==> src/sv/kpec_pkg.sv <==
package kpec_pkg;

	// request codes
	localparam logic [2:0] REQ_KEY_DOWN = 3'd0;
	localparam logic [2:0] REQ_KEY_UP   = 3'd1;
	localparam logic [2:0] REQ_POP      = 3'd2;
	localparam logic [2:0] REQ_REQUEUE  = 3'd3;
	localparam logic [2:0] REQ_READ_MAP = 3'd4;
	localparam logic [2:0] REQ_CLEAR    = 3'd5;

	localparam int REQ_W      = 3;
	localparam int KEY_W      = 8;
	localparam int KEY_COUNT  = 256;
	localparam int SLICE_W    = 64;
	localparam int SLICE_SEL_W = 2;

	localparam int QUEUE_DEPTH_DEF = 128;

	// modifier key codes, left/right variants after the generic one
	localparam logic [KEY_W-1:0] KEY_SHIFT    = 8'h10;
	localparam logic [KEY_W-1:0] KEY_LSHIFT   = 8'hA0;
	localparam logic [KEY_W-1:0] KEY_RSHIFT   = 8'hA1;
	localparam logic [KEY_W-1:0] KEY_CONTROL  = 8'h11;
	localparam logic [KEY_W-1:0] KEY_LCONTROL = 8'hA2;
	localparam logic [KEY_W-1:0] KEY_RCONTROL = 8'hA3;
	localparam logic [KEY_W-1:0] KEY_ALT      = 8'h12;
	localparam logic [KEY_W-1:0] KEY_LALT     = 8'hA4;
	localparam logic [KEY_W-1:0] KEY_RALT     = 8'hA5;

	// one queued press
	typedef struct packed {
		logic [KEY_W-1:0] key;
		logic             shift;
		logic             control;
		logic             alt;
	} event_t;

	localparam int EVENT_W = $bits(event_t);

endpackage

==> src/sv/kpec_ram.sv <==
module kpec_ram #(
	parameter int WIDTH = 11,
	parameter int DEPTH = 128
) (
	input  logic                     clk,
	input  logic                     we,
	input  logic [$clog2(DEPTH)-1:0] waddr,
	input  logic [WIDTH-1:0]         wdata,
	input  logic                     re,
	input  logic [$clog2(DEPTH)-1:0] raddr,
	output logic [WIDTH-1:0]         rdata
);

	logic [WIDTH-1:0] mem [DEPTH];

	// single write port, registered read port
	always_ff @(posedge clk) begin
		if (we) begin
			mem[waddr] <= wdata;
		end
		if (re) begin
			rdata <= mem[raddr];
		end
	end

endmodule

==> src/sv/key_press_event_capture.sv <==
// Key press capture: a map of keys held down and a queue of press events.
//
// Request channel: a request beat is taken on a rising edge with start high
// and busy low. busy is never raised, so a request may be given every cycle.
// Requests: key down, key up, pop event, requeue at head, read map slice,
// clear. Codes 6 and 7 are dropped without a result and change nothing.
//
// Result channel: every other request gives exactly one result beat, shown
// for one cycle with result_strobe high, once the request has passed the
// input register and then the result register and event memory read
// register.
// Results come out in request order at one per cycle; the receiver cannot
// stall and must take each beat as it comes.
//
// The event queue sits in a one-port-write, one-port-read memory; each
// request does at most one access to it, so one request per cycle is held.
// Reset clears the key map (all keys up), the queue head and the count at
// once; queue entries are not cleared, only entries holding events are read.
module key_press_event_capture #(
	parameter int QUEUE_DEPTH = kpec_pkg::QUEUE_DEPTH_DEF
) (
	input  logic                                clk,
	input  logic                                arst_n,
	input  logic                                start,
	output logic                                busy,
	input  logic [kpec_pkg::REQ_W-1:0]          req_type,
	input  logic [kpec_pkg::KEY_W-1:0]          key_code,
	input  logic                                shift_in,
	input  logic                                control_in,
	input  logic                                alt_in,
	input  logic [kpec_pkg::SLICE_SEL_W-1:0]    slice_index,
	output logic                                result_strobe,
	output logic                                event_valid,
	output logic [kpec_pkg::KEY_W-1:0]          event_key,
	output logic                                event_shift,
	output logic                                event_control,
	output logic                                event_alt,
	output logic [$clog2(QUEUE_DEPTH+1)-1:0]    events_left,
	output logic [kpec_pkg::SLICE_W-1:0]        down_slice
);

	localparam int PTR_W = $clog2(QUEUE_DEPTH);
	localparam int CNT_W = $clog2(QUEUE_DEPTH + 1);
	localparam logic [CNT_W-1:0] FULL_CNT  = CNT_W'(QUEUE_DEPTH);
	localparam logic [PTR_W-1:0] LAST_PTR  = PTR_W'(QUEUE_DEPTH - 1);
	localparam logic [PTR_W:0]   DEPTH_EXT = (PTR_W + 1)'(QUEUE_DEPTH);

	// input register
	logic                                 valid_s1;
	logic [kpec_pkg::REQ_W-1:0]           req_s1;
	logic [kpec_pkg::KEY_W-1:0]           key_s1;
	logic                                 shift_s1;
	logic                                 control_s1;
	logic                                 alt_s1;
	logic [kpec_pkg::SLICE_SEL_W-1:0]     slice_s1;

	// block state
	logic [kpec_pkg::KEY_COUNT-1:0]       down_map_q;
	logic [PTR_W-1:0]                     head_q;
	logic [CNT_W-1:0]                     count_q;

	// result register
	logic                                 strobe_s2;
	logic                                 pop_hit_s2;
	logic [CNT_W-1:0]                     left_s2;
	logic [kpec_pkg::SLICE_W-1:0]         slice_s2;

	// next-state and memory controls
	logic [PTR_W-1:0]                     head_nxt;
	logic [CNT_W-1:0]                     count_nxt;
	logic                                 has_result;
	logic                                 pop_hit;
	logic [kpec_pkg::SLICE_W-1:0]         slice_nxt;
	logic                                 ram_we;
	logic                                 ram_re;
	logic [PTR_W-1:0]                     ram_waddr;
	kpec_pkg::event_t                     ram_wdata;
	kpec_pkg::event_t                     ram_rdata;

	logic                                 full;
	logic                                 key_was_down;
	logic [PTR_W-1:0]                     head_inc;
	logic [PTR_W-1:0]                     head_dec;
	logic [PTR_W:0]                       tail_sum;
	logic [PTR_W-1:0]                     tail;
	logic                                 shift_flag;
	logic                                 control_flag;
	logic                                 alt_flag;

	assign busy = 1'b0;

	// request beat into the input register
	always_ff @(posedge clk or negedge arst_n) begin
		if (!arst_n) begin
			valid_s1 <= 1'b0;
		end else begin
			valid_s1 <= start && !busy;
		end
	end

	always_ff @(posedge clk) begin
		if (start && !busy) begin
			req_s1     <= req_type;
			key_s1     <= key_code;
			shift_s1   <= shift_in;
			control_s1 <= control_in;
			alt_s1     <= alt_in;
			slice_s1   <= slice_index;
		end
	end

	// queue pointer arithmetic
	assign full         = (count_q == FULL_CNT);
	assign head_inc     = (head_q == LAST_PTR) ? '0 : head_q + 1'b1;
	assign head_dec     = (head_q == '0) ? LAST_PTR : head_q - 1'b1;
	assign tail_sum     = {1'b0, head_q} + {1'b0, count_q[PTR_W-1:0]};
	assign tail         = (tail_sum >= DEPTH_EXT) ? PTR_W'(tail_sum - DEPTH_EXT)
	                                              : tail_sum[PTR_W-1:0];
	assign key_was_down = down_map_q[key_s1];

	// modifier flags: held in the map or the pressed key itself
	assign shift_flag = down_map_q[kpec_pkg::KEY_SHIFT] || down_map_q[kpec_pkg::KEY_LSHIFT] ||
	                    down_map_q[kpec_pkg::KEY_RSHIFT] || key_s1 == kpec_pkg::KEY_SHIFT ||
	                    key_s1 == kpec_pkg::KEY_LSHIFT || key_s1 == kpec_pkg::KEY_RSHIFT;
	assign control_flag = down_map_q[kpec_pkg::KEY_CONTROL] ||
	                      down_map_q[kpec_pkg::KEY_LCONTROL] ||
	                      down_map_q[kpec_pkg::KEY_RCONTROL] ||
	                      key_s1 == kpec_pkg::KEY_CONTROL ||
	                      key_s1 == kpec_pkg::KEY_LCONTROL ||
	                      key_s1 == kpec_pkg::KEY_RCONTROL;
	assign alt_flag = down_map_q[kpec_pkg::KEY_ALT] || down_map_q[kpec_pkg::KEY_LALT] ||
	                  down_map_q[kpec_pkg::KEY_RALT] || key_s1 == kpec_pkg::KEY_ALT ||
	                  key_s1 == kpec_pkg::KEY_LALT || key_s1 == kpec_pkg::KEY_RALT;

	// request decode
	always_comb begin
		head_nxt   = head_q;
		count_nxt  = count_q;
		has_result = 1'b0;
		pop_hit    = 1'b0;
		slice_nxt  = '0;
		ram_we     = 1'b0;
		ram_re     = 1'b0;
		ram_waddr  = tail;
		ram_wdata  = '{key: key_s1, shift: shift_flag, control: control_flag, alt: alt_flag};
		if (valid_s1) begin
			case (req_s1)
				kpec_pkg::REQ_KEY_DOWN: begin
					has_result = 1'b1;
					if (!key_was_down) begin
						ram_we = 1'b1;
						if (full) begin
							// overwrite the oldest slot and move past it
							ram_waddr = head_q;
							head_nxt  = head_inc;
						end else begin
							count_nxt = count_q + 1'b1;
						end
					end
				end
				kpec_pkg::REQ_KEY_UP: begin
					has_result = 1'b1;
				end
				kpec_pkg::REQ_POP: begin
					has_result = 1'b1;
					if (count_q != '0) begin
						ram_re    = 1'b1;
						pop_hit   = 1'b1;
						head_nxt  = head_inc;
						count_nxt = count_q - 1'b1;
					end
				end
				kpec_pkg::REQ_REQUEUE: begin
					has_result = 1'b1;
					ram_wdata  = '{key: key_s1, shift: shift_s1, control: control_s1,
					               alt: alt_s1};
					if (!full) begin
						ram_we    = 1'b1;
						ram_waddr = head_dec;
						head_nxt  = head_dec;
						count_nxt = count_q + 1'b1;
					end
				end
				kpec_pkg::REQ_READ_MAP: begin
					has_result = 1'b1;
					slice_nxt  = down_map_q[{slice_s1, 6'd0} +: kpec_pkg::SLICE_W];
				end
				kpec_pkg::REQ_CLEAR: begin
					has_result = 1'b1;
					head_nxt   = '0;
					count_nxt  = '0;
				end
				default: begin
					has_result = 1'b0;
				end
			endcase
		end
	end

	// key map, queue pointers and result strobe
	always_ff @(posedge clk or negedge arst_n) begin
		if (!arst_n) begin
			down_map_q <= '0;
			head_q     <= '0;
			count_q    <= '0;
			strobe_s2  <= 1'b0;
			pop_hit_s2 <= 1'b0;
		end else begin
			head_q     <= head_nxt;
			count_q    <= count_nxt;
			strobe_s2  <= has_result;
			pop_hit_s2 <= pop_hit;
			if (valid_s1) begin
				case (req_s1)
					kpec_pkg::REQ_KEY_DOWN: down_map_q[key_s1] <= 1'b1;
					kpec_pkg::REQ_KEY_UP:   down_map_q[key_s1] <= 1'b0;
					kpec_pkg::REQ_CLEAR:    down_map_q <= '0;
					default:                down_map_q <= down_map_q;
				endcase
			end
		end
	end

	// result payload
	always_ff @(posedge clk) begin
		left_s2  <= count_nxt;
		slice_s2 <= slice_nxt;
	end

	// event store
	kpec_ram #(
		.WIDTH(kpec_pkg::EVENT_W),
		.DEPTH(QUEUE_DEPTH)
	) u_event_ram (
		.clk  (clk),
		.we   (ram_we),
		.waddr(ram_waddr),
		.wdata(ram_wdata),
		.re   (ram_re),
		.raddr(head_q),
		.rdata(ram_rdata)
	);

	// result ports, event fields zero unless a pop found an event
	assign result_strobe = strobe_s2;
	assign event_valid   = pop_hit_s2;
	assign event_key     = pop_hit_s2 ? ram_rdata.key : '0;
	assign event_shift   = pop_hit_s2 && ram_rdata.shift;
	assign event_control = pop_hit_s2 && ram_rdata.control;
	assign event_alt     = pop_hit_s2 && ram_rdata.alt;
	assign events_left   = left_s2;
	assign down_slice    = slice_s2;

	// checks
	a_count_bound: assert property (@(posedge clk) disable iff (!arst_n)
		count_q <= FULL_CNT)
		else $error("event count above queue depth");

	a_head_bound: assert property (@(posedge clk) disable iff (!arst_n)
		head_q <= LAST_PTR)
		else $error("queue head out of range");

	a_left_matches: assert property (@(posedge clk) disable iff (!arst_n)
		result_strobe |-> (events_left == count_q))
		else $error("events left differs from queue count");

	a_pop_takes_one: assert property (@(posedge clk) disable iff (!arst_n)
		event_valid |-> (result_strobe && count_q == $past(count_q) - 1'b1))
		else $error("pop did not remove exactly one event");

	a_pop_not_empty: assert property (@(posedge clk) disable iff (!arst_n)
		event_valid |-> ($past(count_q) != '0))
		else $error("pop hit on an empty queue");

endmodule

==> config.mk <==
export PLATFORM = sky130hd
export DESIGN_NAME = key_press_event_capture
export DESIGN_NICKNAME = d
export VERILOG_FILES = /design/src/sv/kpec_pkg.sv /design/src/sv/kpec_ram.sv /design/src/sv/key_press_event_capture.sv
export SDC_FILE = /design/constraint.sdc
export NUM_CORES = 2
export LEC_CHECK = 0
export BUFFER_PORTS_ARGS = -buffer_cell sky130_fd_sc_hd__buf_2
export CAP_MARGIN = 0
export CORE_ASPECT_RATIO = 0.75
export CORE_MARGIN = 2
export CORE_UTILIZATION = 45
export DETAILED_ROUTE_END_ITERATION = 10
export GPL_ROUTABILITY_DRIVEN = 0
export SLEW_MARGIN = 40
export SYNTH_ARGS = -nofsm -noshare
export SYNTH_HDL_FRONTEND = slang
export SYNTH_SLANG_ARGS = --single-unit
==> constraint.sdc <==
create_clock -name clk -period 11.9 [get_ports clk]
set_input_delay 2.38 -clock clk [delete_from_list [all_inputs] [get_ports clk]]
set_output_delay 2.38 -clock clk [all_outputs]
set_load 0.01 [all_outputs]
==> flow_summary.ini <==
[pwr]
pwr-share-comb_pct = 27.7
vdd_drop_max_v = 0.0001536
switching_power_uw = 5449
power.density_nw_per_um2 = 209.9
p_leak_uw = 0.02746
clock_power_share_pct = 31.9
internal-power_uw = 12030
power_frac_seq_pct = 40.4
swShare_pct = 31.18

[placement]
place.port_buffers = 103
dp.cells = 6225
pre_cts_slack_ns = 5.602
dp_hpwl_um = 133500
placed_area_um2 = 77300

[status]
status = finished clean

[clock_tree]
clkLatencyLatePin_ns = 0.83
numClockSinks = 1781
ctsResizeCount = 0
cts-root-buf = clkbuf_16
cts_tree = yes
cts_hold_buf = 0
cts.path.max_buffers = 3
htreeDepth = 4
numCtsBuffers = 171
clk_pin_slew_ns = 0.07
postCtsSetupBuffers = 0

[yosys]
async_flop_share_pct = 15.38
synthTopCellsByArea = edfxtp_1 (58%), mux4_2 (17%), dfrtp_1 (9.3%), o21ai_0 (3.6%), dfxtp_1 (2.0%)
ys_types = 73
synth_nets = 4233
ys_ff_latch = 1781
synth_cells = 4202
syn-mean-instance-area_um2 = 17.58
synth_edf_count = 1435
synth_flop_cell = edfxtp_1
synth_warnings = 0
synth_top_area_share_pct = 58.33
yosys.area.top_type = edfxtp_1
syn-cell-area_um2 = 73870
yosysSeqAreaShare_pct = 69.57

[sta]
finalHoldViolations = 0
slew_headroom_pct = 36.48
setup_tns_ns = 0
whs_ns = 0.5278
min_period_ns = 6.301
setup-violations-final = 0
skew_ns = 0.04990
worst_slew_pin_slew_ns = 0.9505
max_freq_mhz = 158.7
slew_violations = 0
post-route-period-util_pct = 52.95
setup_slack_ns = 5.599
rsz0062_at_grt = no

[grt]
first_global_vias = 39770
grt_pass1_wl_um = 308500
grt_max_degree = 191
grt.overflow.total = 0
grt_antenna_before_repair = 14
grt_usage_pct = 25.56

[final_layout]
area_growth_pct = 12.70
fill_cells = 13040
fin_area_um2 = 83250
final_cells = 6554
final_nets = 4288
drive_gt1_share_pct = 28.24

[job]
cap_viol_max_count = 0

[worst_hold_path]
hold_depth = 2
hp-start = down_map_q[184]$_DFFE_PN0P_
hold_class = reg2reg
hold-path-endpoint = down_map_q[184]$_DFFE_PN0P_

[die]
io_pins = 105
coreArea_um2 = 162700
dieArea_um2 = 167400
initial_core_util_pct = 45.40
die_height_um = 354.9
fp-row-count = 128
fp.dieW_um = 471.8

[route]
vias = 42440
vias_per_cell = 6.475
drt.antenna.violating_nets = 0
wire_per_inst_um = 32.71
first_iter_violations = 6695
wirelength_um = 214400
dr.pass1.iters = 6
drcViolationCount = 0

[worst_setup_path]
end_kind = flop
r2r_end = u_event_ram.mem[56][10]$_DFFE_PP_
required_ns = 12.34
crit_fanout = 100
worstReg2RegStart = key_s1[1]$_DFFE_PP_
path_class = reg2reg
critical_path.startpoint = key_s1[1]$_DFFE_PP_
crit_arrival_ns = 6.74
rrSetupSlack_ns = 5.60
ff2ff_path_depth = 12
cp-start-kind = flop
-- how the worst max path moves through the flow --
| stage | endpoint | slack [ns] | depth (start not counted) |
|---|---|---|---|
| 6_report | u_event_ram.mem[56][10]$_DFFE_PP_ | 5.60 | 12 |
| 3_3_place_gp | u_event_ram.mem[7][8]$_DFFE_PP_ | 5.28 | 12 |
| 5_1_grt | u_event_ram.mem[61][2]$_DFFE_PP_ | 5.34 | 12 |
| 3_5_place_dp | u_event_ram.mem[59][9]$_DFFE_PP_ | 5.60 | 12 |
| 2_1_floorplan | u_event_ram.mem[0][0]$_DFFE_PP_ | 3.27 | 9 |
| 4_1_cts | u_event_ram.mem[59][8]$_DFFE_PP_ | 5.58 | 12 |
-- area by class of cell --
type / count / area (um2) / area share (%)
Sequential cell: 1781 / 51410 / 61.75
Multi-Input combinational cell: 2082 / 21690 / 26.06
Clock buffer: 215 / 4567 / 5.486
Tap cell: 2145 / 2684 / 3.224
Timing Repair Buffer: 209 / 1647 / 1.978
Clock inverter: 106 / 1200 / 1.441
Inverter: 12 / 45.04 / 0.05411
Antenna cell: 4 / 10.01 / 0.01202
-- logic make-up after synthesis --
group	count (synthesis)	share of synthesized area, %
buf+inv	339	1.833
xor+xnor	12	0.1423
simple gates	482	3.288
fa+ha+maj	12	0.2134
other cells	1	0.005077
flops	1781	69.57
mux	657	18.29
compound gates	918	6.658
-- routing by layer --
metal,wire [um],global-route usage [%],vias to the layer above
li1,-,-,17100
met1,97020,42.27,22490
met2,86590,32.66,2583
met3,26540,7.609,255
met4,4098,5.635,6
met5,158,0.5632,-
-- sequential cells by signal (all words and copies together) (netlist names), 3 cells and up --
name,flops
down_slice,64
head_q,7
down_map_q,256
u_event_ram.mem,1408
u_event_ram.rdata,11
count_q,8
req_s1,3
events_left,8
key_s1,8
-- through the flow --
stage	util (%)	power [uW]
floorplan	-	10080
global placement	47.17	11870
detailed placement	47.50	11960
CTS	51.05	17490
global route	51.16	17980
finish	51.16	17470
-- power by group through the flow --
stage | Clock, uW | Combinational [uW] | Sequential, uW
floorplan | 0 | 3000 | 7080
global placement | 0 | 4680 | 7190
detailed placement | 0 | 4770 | 7190
CTS | 5650 | 4780 | 7060
global route | 5900 | 5010 | 7070
finish | 5580 | 4830 | 7060
-- layout by cell type, fill, tap and decap left out, drive strengths merged, types with 7 or more instances in the layout --
| cell type | n |
|---|---|
| edfxtp | 1435 |
| clkbuf | 215 |
| nor2 | 179 |
| o21ai | 535 |
| nor2b | 75 |
| nand3 | 32 |
| buf | 209 |
| mux2 | 21 |
| nor3 | 29 |
| a22oi | 27 |
| mux2i | 84 |
| bufinv | 18 |
| a31oi | 7 |
| o22ai | 8 |
| dfrtp | 274 |
| nand2b | 12 |
| a22o | 8 |
| mux4 | 552 |
| clkinv | 73 |
| clkinvlp | 9 |
| inv | 18 |
| and3 | 11 |
| nand4 | 13 |
| a21oi | 283 |
| xnor2 | 9 |
| dfxtp | 72 |
| ha | 11 |
| nand4b | 9 |
| nor4 | 9 |
| and2 | 15 |
| nand2 | 79 |
-- synthesized netlist by cell type (5+ instances only) --
library cell and number:
nor2_1 155, edfxtp_1 1435, nor3_1 29, a22oi_1 26
nand2b_1 12, buf_6 6, clkbuf_1 228, nand2_1 79
buf_1 70, dfxtp_1 72, nor2b_1 75, and2_1 15
a22o_1 8, ha_1 11, nor4_1 8, nand4b_1 8
xnor2_1 9, nand3_1 31, mux4_2 552, nor2_2 24
o22ai_1 8, o21ai_0 534, mux2i_1 84, buf_2 19
a31oi_1 7, inv_1 12, mux2_2 20, o2bb2ai_1 5
dfrtp_1 274, nand4_1 13, a21oi_1 283, and3_1 11
-- worst max-delay path, stage by stage (launching register included) --
cell and delay, ns:
edfxtp_1 0.37, buf_12 0.44, buf_6 0.72, mux2i_1 0.29, a22oi_1 0.13, nand3_1 0.15
a41oi_1 0.20, nor4_4 0.44, nand3_2 0.23, a211oi_1 0.51, a211o_1 0.57, nand4b_1 0.83
nor2_2 0.83
Power figures use the tool's default switching activity.
